### config.mk
export PLATFORM = sky130hd
export DESIGN_NAME = pdf_dict_hex_string_extract_top
export DESIGN_NICKNAME = d
export VERILOG_FILES = /design/src/design/pdhx_pkg.sv /design/src/design/pdf_dict_hex_string_extract_top.sv /design/src/design/pdhx_front.sv /design/src/design/pdhx_queue.sv /design/src/design/pdhx_back.sv
export VERILOG_INCLUDE_DIRS = /design/src /design/src/design
export SDC_FILE = /design/constraint.sdc
export NUM_CORES = 1
export LEC_CHECK = 0
export BUFFER_PORTS_ARGS = -buffer_cell sky130_fd_sc_hd__buf_2
export CAP_MARGIN = 25
export CORE_MARGIN = 2
export CORE_UTILIZATION = 30
export CTS_CLUSTER_DIAMETER = 60
export DETAILED_ROUTE_END_ITERATION = 12
export PLACE_DENSITY_LB_ADDON = 0.3
export SLEW_MARGIN = 20
export SYNTH_ARGS = -nofsm -noshare
export SYNTH_HDL_FRONTEND = slang
export SYNTH_SLANG_ARGS = --single-unit
### constraint.sdc
create_clock -name clk -period 5.6 [get_ports clk]
set_clock_uncertainty 0.2 [all_clocks]
set_input_delay 0.28 -clock clk [delete_from_list [all_inputs] [get_ports clk]]
set_output_delay 0.28 -clock clk [all_outputs]
set_load 0.05 [all_outputs]
### src/design/assert_macros.svh
// Shared assertion macros. Each one uses the clk and rst of the module it sits in.
`ifndef ASSERT_MACROS_SVH
`define ASSERT_MACROS_SVH

// Consequent must hold in the same cycle as the antecedent
`define ASSERT_IMPLIES(lbl, ante, cons) \
  lbl: assert property (@(posedge clk) disable iff (rst) (ante) |-> (cons)) \
    else $error("implication check failed");

// Consequent must hold in the cycle after the antecedent
`define ASSERT_NEXT(lbl, ante, cons) \
  lbl: assert property (@(posedge clk) disable iff (rst) (ante) |=> (cons)) \
    else $error("next-cycle check failed");

// Condition must never hold
`define ASSERT_NEVER(lbl, cond) \
  lbl: assert property (@(posedge clk) disable iff (rst) !(cond)) \
    else $error("forbidden condition seen");

`endif

### src/design/pdhx_pkg.sv
// ----------------------------------------------------------------------------
// pdhx_pkg
// Shared types and constants of the dictionary hex string extractor.
// ----------------------------------------------------------------------------
package pdhx_pkg;

  localparam int KEY_MAX_BYTES = 16;
  localparam int OUT_MAX_BYTES = 256;

  // Look-ahead window
  localparam int WIN_DEPTH = 16;
  localparam int WIN_IDX_W = 4;
  localparam int FILL_W    = 5;
  localparam int SKIP_W    = 4;

  // Queue between front and back
  localparam int Q_DEPTH = 4;
  localparam int Q_IDX_W = 2;
  localparam int Q_CNT_W = 3;

  localparam int COUNT_W    = 9;
  localparam int KEYLEN_W   = 5;
  localparam int DEPTH_W    = 8;
  localparam int CFG_IDX_W  = 2;
  localparam int CFG_DATA_W = 64;

  // Configuration register indexes
  localparam logic [CFG_IDX_W-1:0] CFG_KEY_LOW  = 2'd0;
  localparam logic [CFG_IDX_W-1:0] CFG_KEY_HIGH = 2'd1;
  localparam logic [CFG_IDX_W-1:0] CFG_KEY_LEN  = 2'd2;
  localparam logic [CFG_IDX_W-1:0] CFG_MAX_LEN  = 2'd3;

  // Characters
  localparam logic [7:0] CH_LT  = 8'h3C;
  localparam logic [7:0] CH_GT  = 8'h3E;
  localparam logic [7:0] CH_SP  = 8'h20;
  localparam logic [7:0] CH_TAB = 8'h09;
  localparam logic [7:0] CH_CR  = 8'h0D;
  localparam logic [7:0] CH_LF  = 8'h0A;
  localparam logic [7:0] CH_0   = 8'h30;
  localparam logic [7:0] CH_9   = 8'h39;
  localparam logic [7:0] CH_UA  = 8'h41;
  localparam logic [7:0] CH_UF  = 8'h46;
  localparam logic [7:0] CH_LA  = 8'h61;
  localparam logic [7:0] CH_LF_HEX = 8'h66;

  // "endobj", first character in the low byte
  localparam int         ENDOBJ_LEN = 6;
  localparam logic [47:0] ENDOBJ_PAT = 48'h6A626F646E65;

  // Status codes
  localparam logic [2:0] ST_OK       = 3'd0;
  localparam logic [2:0] ST_NO_DICT  = 3'd1;
  localparam logic [2:0] ST_NESTED   = 3'd2;
  localparam logic [2:0] ST_NO_KEY   = 3'd3;
  localparam logic [2:0] ST_NO_OPEN  = 3'd4;
  localparam logic [2:0] ST_NO_CLOSE = 3'd5;

  localparam logic KIND_DATA   = 1'b0;
  localparam logic KIND_STATUS = 1'b1;

  // One classified buffer byte
  typedef struct packed {
    logic [7:0] code;
    logic       last;
    logic       is_hex;
    logic [3:0] nib;
    logic       is_ws;
    logic       is_lt;
    logic       is_gt;
  } sym_t;

  typedef enum logic [7:0] {
    PH_SEEK = 8'b0000_0001,
    PH_TOP  = 8'b0000_0010,
    PH_CHK  = 8'b0000_0100,
    PH_NEST = 8'b0000_1000,
    PH_KEY  = 8'b0001_0000,
    PH_WS   = 8'b0010_0000,
    PH_HEX  = 8'b0100_0000,
    PH_DONE = 8'b1000_0000
  } phase_t;

endpackage

### src/design/pdf_dict_hex_string_extract_top.sv
// Throughput: one byte per cycle within a buffer while the output is not stalled; at each
// buffer end the input stalls once the queue fills, until the window has drained and the
// status is out. Flow: an accepted byte is registered in the queue, then in the window,
// and is walked once 15 later bytes are held; after the final byte the window drains its
// bytes and a step decides the status, which is then registered. Output stalls hold the
// walk. Reset: clears run state, key_length 1.
// ----------------------------------------------------------------------------
// pdf_dict_hex_string_extract_top
// Extracts the hex string value of a configured key from a dictionary.
// ----------------------------------------------------------------------------
module pdf_dict_hex_string_extract_top
  import pdhx_pkg::*;
(
  input  logic                  clk,
  input  logic                  rst,
  input  logic                  in_valid,
  output logic                  in_stall,
  input  logic [7:0]            in_byte,
  input  logic                  in_last,
  output logic                  out_valid,
  input  logic                  out_stall,
  output logic                  result_kind,
  output logic [7:0]            out_byte,
  output logic [2:0]            status,
  output logic [COUNT_W-1:0]    out_count,
  output logic                  out_last,
  input  logic                  cfg_we,
  input  logic [CFG_IDX_W-1:0]  cfg_index,
  input  logic [CFG_DATA_W-1:0] cfg_data
);

  logic q_full, q_push, q_empty, q_pop;
  sym_t q_data, q_head;

  pdhx_front u_front (
    .in_valid (in_valid),
    .in_stall (in_stall),
    .in_byte  (in_byte),
    .in_last  (in_last),
    .q_full   (q_full),
    .q_push   (q_push),
    .q_data   (q_data)
  );

  pdhx_queue u_queue (
    .clk       (clk),
    .rst       (rst),
    .push      (q_push),
    .push_data (q_data),
    .full      (q_full),
    .pop       (q_pop),
    .empty     (q_empty),
    .head      (q_head)
  );

  pdhx_back u_back (
    .clk         (clk),
    .rst         (rst),
    .cfg_we      (cfg_we),
    .cfg_index   (cfg_index),
    .cfg_data    (cfg_data),
    .q_empty     (q_empty),
    .q_head      (q_head),
    .q_pop       (q_pop),
    .out_valid   (out_valid),
    .out_stall   (out_stall),
    .result_kind (result_kind),
    .out_byte    (out_byte),
    .status      (status),
    .out_count   (out_count),
    .out_last    (out_last)
  );

endmodule

### src/design/pdhx_front.sv
// ----------------------------------------------------------------------------
// pdhx_front
// Accepts buffer bytes and classifies them for the walk.
// ----------------------------------------------------------------------------
module pdhx_front
  import pdhx_pkg::*;
(
  input  logic       in_valid,
  output logic       in_stall,
  input  logic [7:0] in_byte,
  input  logic       in_last,
  input  logic       q_full,
  output logic       q_push,
  output sym_t       q_data
);

  logic is_dec;
  logic is_alpha;

  // Hold the input while the queue is full
  assign in_stall = q_full;
  assign q_push   = in_valid && !q_full;

  // Classify hex digits, whitespace and brackets
  assign is_dec   = (in_byte >= CH_0) && (in_byte <= CH_9);
  assign is_alpha = ((in_byte >= CH_UA) && (in_byte <= CH_UF)) ||
                    ((in_byte >= CH_LA) && (in_byte <= CH_LF_HEX));

  always_comb begin
    q_data.code   = in_byte;
    q_data.last   = in_last;
    q_data.is_hex = is_dec || is_alpha;
    q_data.nib    = is_dec ? in_byte[3:0] : (in_byte[3:0] + 4'd9);
    q_data.is_ws  = (in_byte == CH_SP) || (in_byte == CH_TAB) ||
                    (in_byte == CH_CR) || (in_byte == CH_LF);
    q_data.is_lt  = (in_byte == CH_LT);
    q_data.is_gt  = (in_byte == CH_GT);
  end

endmodule

### src/design/pdhx_queue.sv
// ----------------------------------------------------------------------------
// pdhx_queue
// Short FIFO of classified bytes between front and back.
// ----------------------------------------------------------------------------
`include "assert_macros.svh"

module pdhx_queue
  import pdhx_pkg::*;
(
  input  logic clk,
  input  logic rst,
  input  logic push,
  input  sym_t push_data,
  output logic full,
  input  logic pop,
  output logic empty,
  output sym_t head
);

  sym_t               entries [Q_DEPTH];
  logic [Q_IDX_W-1:0] wr_ptr;
  logic [Q_IDX_W-1:0] rd_ptr;
  logic [Q_CNT_W-1:0] count;

  assign full  = (count == Q_CNT_W'(Q_DEPTH));
  assign empty = (count == '0);
  assign head  = entries[rd_ptr];

  // Advance pointers and count
  always_ff @(posedge clk) begin
    if (rst) begin
      wr_ptr <= '0;
      rd_ptr <= '0;
      count  <= '0;
    end else begin
      if (push) wr_ptr <= wr_ptr + 1'b1;
      if (pop)  rd_ptr <= rd_ptr + 1'b1;
      if (push && !pop)      count <= count + 1'b1;
      else if (pop && !push) count <= count - 1'b1;
    end
  end

  // Store entries
  always_ff @(posedge clk) begin
    if (push) entries[wr_ptr] <= push_data;
  end

  `ASSERT_NEVER(a_q_count_bound, count > Q_CNT_W'(Q_DEPTH))
  `ASSERT_NEVER(a_q_pop_empty, pop && empty)

endmodule

### src/design/pdhx_back.sv
// ----------------------------------------------------------------------------
// pdhx_back
// Walks the dictionary over a 16-byte look-ahead window, decodes the hex
// string and produces data and status results.
// ----------------------------------------------------------------------------
`include "assert_macros.svh"

module pdhx_back
  import pdhx_pkg::*;
(
  input  logic                  clk,
  input  logic                  rst,
  input  logic                  cfg_we,
  input  logic [CFG_IDX_W-1:0]  cfg_index,
  input  logic [CFG_DATA_W-1:0] cfg_data,
  input  logic                  q_empty,
  input  sym_t                  q_head,
  output logic                  q_pop,
  output logic                  out_valid,
  input  logic                  out_stall,
  output logic                  result_kind,
  output logic [7:0]            out_byte,
  output logic [2:0]            status,
  output logic [COUNT_W-1:0]    out_count,
  output logic                  out_last
);

  // Configuration
  logic [63:0]          key_low;
  logic [63:0]          key_high;
  logic [KEYLEN_W-1:0]  key_length;
  logic [COUNT_W-1:0]   max_out_len;

  // Run state
  phase_t               phase, phase_next;
  sym_t                 win [WIN_DEPTH];
  sym_t                 win_next [WIN_DEPTH];
  logic [FILL_W-1:0]    fill, fill_next;
  logic                 end_in, end_in_next;
  logic [SKIP_W-1:0]    skip, skip_next;
  logic [DEPTH_W-1:0]   depth, depth_next;
  logic [3:0]           high_nibble, high_nibble_next;
  logic                 nibble_pending, nibble_pending_next;
  logic [COUNT_W-1:0]   decoded_count, decoded_count_next;
  logic [2:0]           held_status;

  logic                 go, proc, fin_stat;
  logic                 a2, lt2, gt2, endobj_hit, key_hit, key_eval;
  logic                 pop, take, emit_data, do_finish;
  logic [2:0]           fin_code, final_status;
  logic [KEYLEN_W-1:0]  kl;
  logic [COUNT_W-1:0]   lim;
  logic [127:0]         key_all;
  logic [7:0]           data_byte;
  logic [WIN_IDX_W-1:0] wr_idx;
  logic [FILL_W-1:0]    wr_pos;
  logic                 out_load;

  // Move on when the output slot is free or being taken
  assign go       = !out_valid || !out_stall;
  assign proc     = go && (fill != '0) && ((fill == FILL_W'(WIN_DEPTH)) || end_in);
  assign fin_stat = go && end_in && (fill == '0);

  // Effective key length and output limit
  assign kl  = (key_length == '0) ? KEYLEN_W'(1) :
               (key_length > KEYLEN_W'(KEY_MAX_BYTES)) ? KEYLEN_W'(KEY_MAX_BYTES) :
               key_length;
  assign lim = (max_out_len > COUNT_W'(OUT_MAX_BYTES)) ? COUNT_W'(OUT_MAX_BYTES) :
               max_out_len;
  assign key_all = {key_high, key_low};

  // Pattern checks at the head of the window
  assign a2  = fill >= FILL_W'(2);
  assign lt2 = a2 && win[0].is_lt && win[1].is_lt;
  assign gt2 = a2 && win[0].is_gt && win[1].is_gt;

  always_comb begin
    endobj_hit = (fill >= FILL_W'(ENDOBJ_LEN));
    for (int i = 0; i < ENDOBJ_LEN; i++) begin
      if (win[i].code != ENDOBJ_PAT[8*i +: 8]) endobj_hit = 1'b0;
    end
  end

  always_comb begin
    key_hit = ({1'b0, kl} <= {1'b0, fill});
    for (int i = 0; i < WIN_DEPTH; i++) begin
      if ((KEYLEN_W'(i) < kl) && (win[i].code != key_all[8*i +: 8])) key_hit = 1'b0;
    end
  end

  // Walk step for the byte at the head of the window
  always_comb begin
    pop                 = 1'b0;
    emit_data           = 1'b0;
    do_finish           = 1'b0;
    key_eval            = 1'b0;
    fin_code            = ST_OK;
    phase_next          = phase;
    skip_next           = skip;
    depth_next          = depth;
    high_nibble_next    = high_nibble;
    nibble_pending_next = nibble_pending;
    decoded_count_next  = decoded_count;
    data_byte           = {high_nibble, win[0].nib};
    if (proc) begin
      if (skip != '0) begin
        pop       = 1'b1;
        skip_next = skip - 1'b1;
      end else begin
        unique case (phase)
          PH_SEEK: begin
            if (!a2) begin
              do_finish = 1'b1;
              fin_code  = ST_NO_DICT;
            end else if (lt2) begin
              pop        = 1'b1;
              skip_next  = SKIP_W'(1);
              phase_next = PH_TOP;
            end else if (endobj_hit) begin
              do_finish = 1'b1;
              fin_code  = ST_NO_DICT;
            end else begin
              pop = 1'b1;
            end
          end
          PH_TOP, PH_CHK: begin
            if (!a2 || ((phase == PH_CHK) && gt2)) begin
              do_finish = 1'b1;
              fin_code  = ST_NO_KEY;
            end else if (lt2) begin
              pop        = 1'b1;
              skip_next  = SKIP_W'(1);
              depth_next = DEPTH_W'(1);
              phase_next = PH_NEST;
            end else begin
              key_eval = 1'b1;
            end
          end
          PH_NEST: begin
            if (!a2) begin
              do_finish = 1'b1;
              fin_code  = ST_NESTED;
            end else if (lt2) begin
              if (depth == '1) begin
                do_finish = 1'b1;
                fin_code  = ST_NESTED;
              end else begin
                pop        = 1'b1;
                skip_next  = SKIP_W'(1);
                depth_next = depth + 1'b1;
              end
            end else if (gt2) begin
              pop        = 1'b1;
              skip_next  = SKIP_W'(1);
              depth_next = depth - 1'b1;
              if (depth == DEPTH_W'(1)) phase_next = PH_KEY;
            end else begin
              pop = 1'b1;
            end
          end
          PH_KEY: begin
            key_eval = 1'b1;
          end
          PH_WS: begin
            if (win[0].is_ws) begin
              pop = 1'b1;
            end else if (win[0].is_lt) begin
              pop        = 1'b1;
              phase_next = PH_HEX;
            end else begin
              do_finish = 1'b1;
              fin_code  = ST_NO_OPEN;
            end
          end
          PH_HEX: begin
            if (decoded_count >= lim) begin
              do_finish = 1'b1;
              fin_code  = win[0].is_gt ? ST_OK : ST_NO_CLOSE;
            end else if (win[0].is_gt) begin
              do_finish = 1'b1;
              fin_code  = ST_OK;
            end else begin
              pop = 1'b1;
              if (win[0].is_hex) begin
                if (nibble_pending) begin
                  nibble_pending_next = 1'b0;
                  decoded_count_next  = decoded_count + 1'b1;
                  emit_data           = 1'b1;
                end else begin
                  high_nibble_next    = win[0].nib;
                  nibble_pending_next = 1'b1;
                end
              end
            end
          end
          PH_DONE: begin
            pop = 1'b1;
          end
          default: begin
            pop = 1'b1;
          end
        endcase
        // Compare the key at this position
        if (key_eval) begin
          pop = 1'b1;
          if (key_hit) begin
            skip_next  = SKIP_W'(kl - 1'b1);
            phase_next = PH_WS;
          end else begin
            phase_next = PH_CHK;
          end
        end
      end
    end
    if (do_finish) phase_next = PH_DONE;
  end

  // Refill the window from the queue
  assign take   = !q_empty && !end_in && ((fill != FILL_W'(WIN_DEPTH)) || pop);
  assign q_pop  = take;
  assign wr_pos = pop ? (fill - 1'b1) : fill;
  assign wr_idx = wr_pos[WIN_IDX_W-1:0];
  assign fill_next   = fill - FILL_W'(pop) + FILL_W'(take);
  assign end_in_next = end_in || (take && q_head.last);

  always_comb begin
    for (int i = 0; i < WIN_DEPTH - 1; i++) begin
      win_next[i] = pop ? win[i+1] : win[i];
    end
    win_next[WIN_DEPTH-1] = win[WIN_DEPTH-1];
    if (take) win_next[wr_idx] = q_head;
  end

  // Final status for the buffer
  always_comb begin
    if (phase == PH_DONE)      final_status = held_status;
    else if (phase == PH_SEEK) final_status = ST_NO_DICT;
    else if (phase == PH_NEST) final_status = ST_NESTED;
    else                       final_status = ST_NO_KEY;
  end

  assign out_load = emit_data || fin_stat;

  // Control registers
  always_ff @(posedge clk) begin
    if (rst) begin
      key_low        <= '0;
      key_high       <= '0;
      key_length     <= KEYLEN_W'(1);
      max_out_len    <= COUNT_W'(OUT_MAX_BYTES);
      phase          <= PH_SEEK;
      fill           <= '0;
      end_in         <= 1'b0;
      skip           <= '0;
      depth          <= '0;
      high_nibble    <= '0;
      nibble_pending <= 1'b0;
      decoded_count  <= '0;
      held_status    <= ST_OK;
      out_valid      <= 1'b0;
    end else begin
      if (cfg_we) begin
        unique case (cfg_index)
          CFG_KEY_LOW:  key_low     <= cfg_data;
          CFG_KEY_HIGH: key_high    <= cfg_data;
          CFG_KEY_LEN:  key_length  <= cfg_data[KEYLEN_W-1:0];
          CFG_MAX_LEN:  max_out_len <= cfg_data[COUNT_W-1:0];
          default:      ;
        endcase
      end
      if (fin_stat) begin
        // Drop run state for the next buffer
        phase          <= PH_SEEK;
        fill           <= '0;
        end_in         <= 1'b0;
        skip           <= '0;
        depth          <= '0;
        high_nibble    <= '0;
        nibble_pending <= 1'b0;
        decoded_count  <= '0;
        held_status    <= ST_OK;
      end else begin
        phase          <= phase_next;
        fill           <= fill_next;
        end_in         <= end_in_next;
        skip           <= skip_next;
        depth          <= depth_next;
        high_nibble    <= high_nibble_next;
        nibble_pending <= nibble_pending_next;
        decoded_count  <= decoded_count_next;
        if (do_finish) held_status <= fin_code;
      end
      if (go) out_valid <= out_load;
    end
  end

  // Window and result payload
  always_ff @(posedge clk) begin
    for (int i = 0; i < WIN_DEPTH; i++) begin
      win[i] <= win_next[i];
    end
    if (go && out_load) begin
      if (fin_stat) begin
        result_kind <= KIND_STATUS;
        out_byte    <= '0;
        status      <= final_status;
        out_count   <= (final_status == ST_OK) ? decoded_count : '0;
        out_last    <= 1'b1;
      end else begin
        result_kind <= KIND_DATA;
        out_byte    <= data_byte;
        status      <= ST_OK;
        out_count   <= decoded_count_next;
        out_last    <= 1'b0;
      end
    end
  end

  `ASSERT_NEVER(a_fill_bound, fill > FILL_W'(WIN_DEPTH))
  `ASSERT_IMPLIES(a_nest_nonzero, phase == PH_NEST, depth != '0)
  `ASSERT_NEXT(a_status_restarts, fin_stat, (fill == '0) && !end_in && (phase == PH_SEEK))

endmodule
## After elaboration in Yosys (flattened, before gate mapping)

Memories as Yosys holds them, arrays and structs flattened. A register that Yosys moved wholly into a read port is not among the register bits.
Index checks and enable logic that the tools add are counted.

- Add/subtract/negate cells: 13
- Magnitude comparators: 30
- Equality and inequality tests: 70
- Mux-type cells: 156
- Bitwise operators: 5
- Reductions and logical operators: 79

Operator list:

| cell | number |
|---|---|
| $bwmux 272 | 1 |
| $mux 17 | 16 |
| $mux 272 | 1 |
| $mux 8 | 20 |
| $ne 8x8->1 | 16 |
| $mux 9 | 10 |
| $demux 17 s4 | 1 |
| $mux 1 | 67 |
| $mux 4 | 12 |
| $ne 8x7->1 const B | 6 |
| $mux 3 | 14 |
| $lt 4x5->1 const A | 8 |
| $logic_and 1x1->1 | 36 |
| $eq 8x4->1 const B | 4 |
| $eq 8x6->1 const B | 4 |
| $pmux 8 s4 | 1 |
| $ne 4x1->1 const B | 7 |
| $reduce_and 13->1 | 2 |
| $ne 3x1->1 const B | 8 |
| $lt 3x5->1 const A | 4 |
| $eq 8x1->1 const B | 2 |
| $eq 8x8->1 const B | 2 |
| $ge 8x7->1 const B | 2 |
| $le 8x7->1 const B | 2 |
| other kinds (62) | 107 |

- Register bits after elaboration: 214
- Memory bits (writable): 340
- Output and inout bits: 24
- Word-level logic and storage cells: 377
- Memories: 2

Memory list:

| memory | depth | bits a word | read ports | clocked after memory_dff | write ports | RTL line | text |
|---|---|---|---|---|---|---|---|
| u_back.win | 16 | 17 | 16 | 0 | 16 | pdhx_back.sv:36 | `sym_t win [WIN_DEPTH];` |
| u_queue.entries | 4 | 17 | 1 | 1 | 1 | pdhx_queue.sv:20 | `sym_t entries [Q_DEPTH];` |

## Logic depth before layout (Yosys ltp)

- Depth in word-level cells: 26
- Gate-level depth with buffers: 22
- Gate-level depth less buffers: 20

## By module

From an unflattened synthesis, not the netlist that was laid out.

- Cells, all modules: 2345
- Area, all modules: 25630.8 sq um

Modules (own cells, without submodules):

| module | times used | cells each | area an instance (sq um) | seq. area each (sq um) |
|---|---|---|---|---|
| pdhx_back | 1 | 2162 | 22310.1 | 9639.2 |
| pdhx_queue | 1 | 133 | 2921.6 | 2222.1 |
| pdhx_front | 1 | 50 | 399.1 | 0.0 |

## Least setup slack after synthesis

Ideal clock, no wire load.

- Path type: register to register
- Start point: register u_back.fill[2]
- End point: register u_back.fill[4]
- Arrival time: 4.580 ns
- Setup slack: 0.750 ns
- Cell stages (with the launch flop): 22
- Path buffers: 5
- Path through: dfxtp_1 -> clkbuf_1 -> inv_1 -> ha_1 -> nor2b_1 -> o211ai_1 -> nand3_1 -> a311oi_4 -> a21o_2 -> buf_12 -> inv_2 -> buf_2 -> buf_2 -> buf_2 -> ha_1 -> inv_1 -> ha_1 -> fa_1 -> a21oi_1 -> nor2_1 -> or3_1 -> a21oi_1

- Cells in the longest elaborated chain, start to end: 17
- Elaborated cells on any way between the ends: 44

Ends and longest elaborated chain:

| what | RTL line | text |
|---|---|---|
| from (decl) | pdhx_back.sv:38 | `logic [FILL_W-1:0] fill, fill_next;` |
| from (signal assigned) | pdhx_back.sv:284 | `fill <= fill_next;` |
| branches (longest 17 deep; another with $ge 5x3->1) | -- |  |

Parallel ways; which one is timed is not known. The select of a mux whose other input is x is not followed.
A chain may end at the register's enable or synchronous reset.

==> metrics.txt <==
initial drt markers between 1000 and 1500; Reg power frac 0.387; Top cell by count, worst path mux2i_1; total vias in the final route 17968; clock buffer depth 3; first-pass GRT wire length 103500 microns; post-synth cell types 85; status complete, no violations; global-route total usage across every layer 0.1519; startpoint type of the worst setup path flip-flop; Crit-path slowest cell buf_12; reg2reg path depth 12; area share of the largest cell type after synthesis 0.3494; Die Y 292.2 microns; DIE WIDTH between 200 and 300 microns; Starting Density 0.3036; MaxCap Viol Count 0; total negative slack 0 ns; Post-Synthesis Cells 2401; core outline area 82110 sq um; critical path arrival about 5.3 ns; most common cell in the netlist mux2i_1; xor-xnor portion of the synthesized cell area 0.05341; CTS buffer count 58; final period utilization 0.9038; area leader, netlist dfxtp_1; root buffer cell clkbuf_16; main combinational cell family by area after synthesis multiplexers; CP peak stage delay 0.81 ns; DRT Wirelength 66030 microns; io pins 104; Peak Freq 0.1976 GHz; Post-Synth Adder-Cell Area 0.02410; largest net degree at the start of global routing 150; post-CTS setup buffers 0; layout cell share with drive strength beyond 1 0.1094; worst path cell trace inv_1 -> ha_1 -> nand2_1 -> o21ai_1 -> o41ai_2 -> nor3_1 -> a21o_2 -> inv_8 -> buf_4 -> buf_12 -> mux2i_1 -> mux2i_1; Yosys Warn Count 0; worst skew pair latency 0.62 ns; CP Max Fanout 149; Final min period 5.061 ns; Required @ worst endpoint 5.88 ns; Worst Path Buf+Inv 4; combinational share of power 0.372; initial antenna violation count 0; dpl hpwl 46070 microns; Int Power approximately 0.01 W; std cell rows 105; number of diodes 0; die area 85400 sq um; list of most frequent post-synthesis cells mux2i_1, dfxtp_1, nand2_1; Sink Count 540; unrepaired setup endpoints after global routing false; DRT Pass-1 Iters 5; switching power between 0.005 and 0.006 W; number of flops mapped to enable cells by yosys 105; clock share of power 0.241; CP Capture Type flip-flop; NumNets Final 2657; FF+latch count, synth 540; Hold Path Class primary input to flip-flop; Final ANT Viol Nets 0; top post-synthesis cells by area dfxtp_1, mux2i_1, edfxtp_1; CTS tree built; pwr/cell area 536.7 nW/um^2; worst slew pin tran about 1.1 ns; Simple-Gate Fraction of Synth Area 0.1270; port bufs ~100; WHS 0.05446 ns; routability cong. 0.8469; Post-Syn Area 24930 sq um; ys async rst share 0; Worst path top cell family by delay buffers and inverters; # resized after CTS 0; Pleak around 12 nW; syn_nets 2527; Worst slew margin 0.2721; Final Hold Vio Count 0; Pins Over Slew Limit 0; synthesis-to-layout area growth 16.25%; grt ovf 0; mux contribution to synthesized area 0.2163; Switching Share 0.3716; compound-gate portion of the synthesized area 0.07028; worst vdd ir 0.3084 mV; Remaining DRCs 0; H-tree levels 2; CTS clock-pin slew for the worst setup and hold paths roughly 0.060 ns; Primary FF master, synth dfxtp_1; sequential area share after synthesis 0.4759; Final setup viols 0; CP Class flip-flop to flip-flop; wire per inst 18.10 microns; Worst path depth 12; average size of a mapped cell 10.38 sq um; Hold Crit Depth 2; mean number of vias per cell a little under 5; vias in the first global route approximately 18000
[state kept, by name (all words and copies together) (netlist names), 2 cells and up, named ones only]
signal	count
u_back.win	240
u_queue.entries	68
u_back.key_high	64
u_back.key_low	64
u_back.decoded_count	9
u_back.max_out_len	9
u_back.out_count	9
u_back.depth	8
u_back.out_byte	8
u_back.phase	8
u_back.fill	5
u_back.key_length	5
u_back.high_nibble	4
u_back.skip	4
u_back.held_status	3
u_back.status	3
u_queue.count	3
u_queue.rd_ptr	2
u_queue.wr_ptr	2
[through the flow]
step                utilization  cells  total power, W  instance area [sq um]  setup WS (ns)
finish                   0.3529   3648         0.01555                  28980         0.5385
global route             0.3529   3648         0.01648                  28980         0.2641
CTS                      0.3528   3648         0.01566                  28970         0.5960
detailed placement       0.3214   3467         0.01182                  26390         0.6300
global placement         0.3213   3466         0.01157                  26380         0.6435
floorplan                     -   2401         0.01026                  24930         0.7499
[cell usage in the layout (no fill, tap or decap), types with 22 or more instances in the layout]
master         count
nor2_1            86
nand2_1          356
mux2i_1          508
dfxtp_1          435
clkbuf_16         61
a21oi_1          182
edfxtp_1         105
and2_1            22
inv_1             42
nand3_1           23
xnor2_1           46
dlygate4sd3_1     74
buf_2            102
ha_1              44
clkbuf_1          26
buf_4             31
nor4_1            28
o21ai_0           48
xor2_1           106
[worst paths after layout]
path | endpoint | startpoint | slack, ns
max | u_back.win[1][98] | u_back.fill[1] | 0.54
min | u_queue.rd_ptr[0] | rst | 0.05
max reg2reg | u_back.win[1][98] | u_back.fill[1] | 0.54
min reg2reg | u_back.max_out_len[0] | u_back.max_out_len[0] | 0.26
[cell families (layout without fill, tap and decap cells)]
family,count (synthesis),after routing
simple gates,648,648
mux,531,531
fa+ha+maj,47,47
compound gates,301,301
flops,540,540
buf+inv,182,359
xor+xnor,152,152
[repair_timing]
item	in CTS	in global routing
setup endpoints to repair	0	0
hold endpoints to repair	183	0
hold buffers	74	0
[final cells by class]
| cell class | count | area, sq um |
|---|---|---|
| Multi-Input combinational cell | 1679 | 12260 |
| Sequential cell | 540 | 11860 |
| Clock buffer | 94 | 1705 |
| Timing Repair Buffer | 208 | 1504 |
| Fill cell | 8178 | 53130 |
| Clock inverter | 13 | 133.9 |
| Tap cell | 1070 | 1339 |
| Inverter | 44 | 172.7 |
[layer usage]
layer  vias to the layer above  wire, microns  GRT usage
li1                       8697              -          -
met1                      8846          31880     0.2114
met2                       349          30250     0.2477
met3                        76           2800    0.02261
met4                         0           1099    0.03508
met5                         -              0          0
[power groups by stage]
stage	Clock, W	Combinational (W)	Sequential, W
floorplan	0	0.00451	0.00575
global placement	0	0.00552	0.00606
detailed placement	0	0.00573	0.00609
CTS	0.00385	0.00579	0.00601
global route	0.00402	0.00634	0.00613
finish	0.00375	0.00578	0.00602
[worst reg2reg max path: cells and delay by family (launching register included)]
family | cells | cell delay [ns]
mux | 2 | 0.54
buf+inv | 4 | 1.87
simple gates | 2 | 0.29
flops | 1 | 0.53
fa+ha+maj | 1 | 0.28
compound gates | 3 | 1.20
Note: power is estimated with default switching activity, not from simulation.
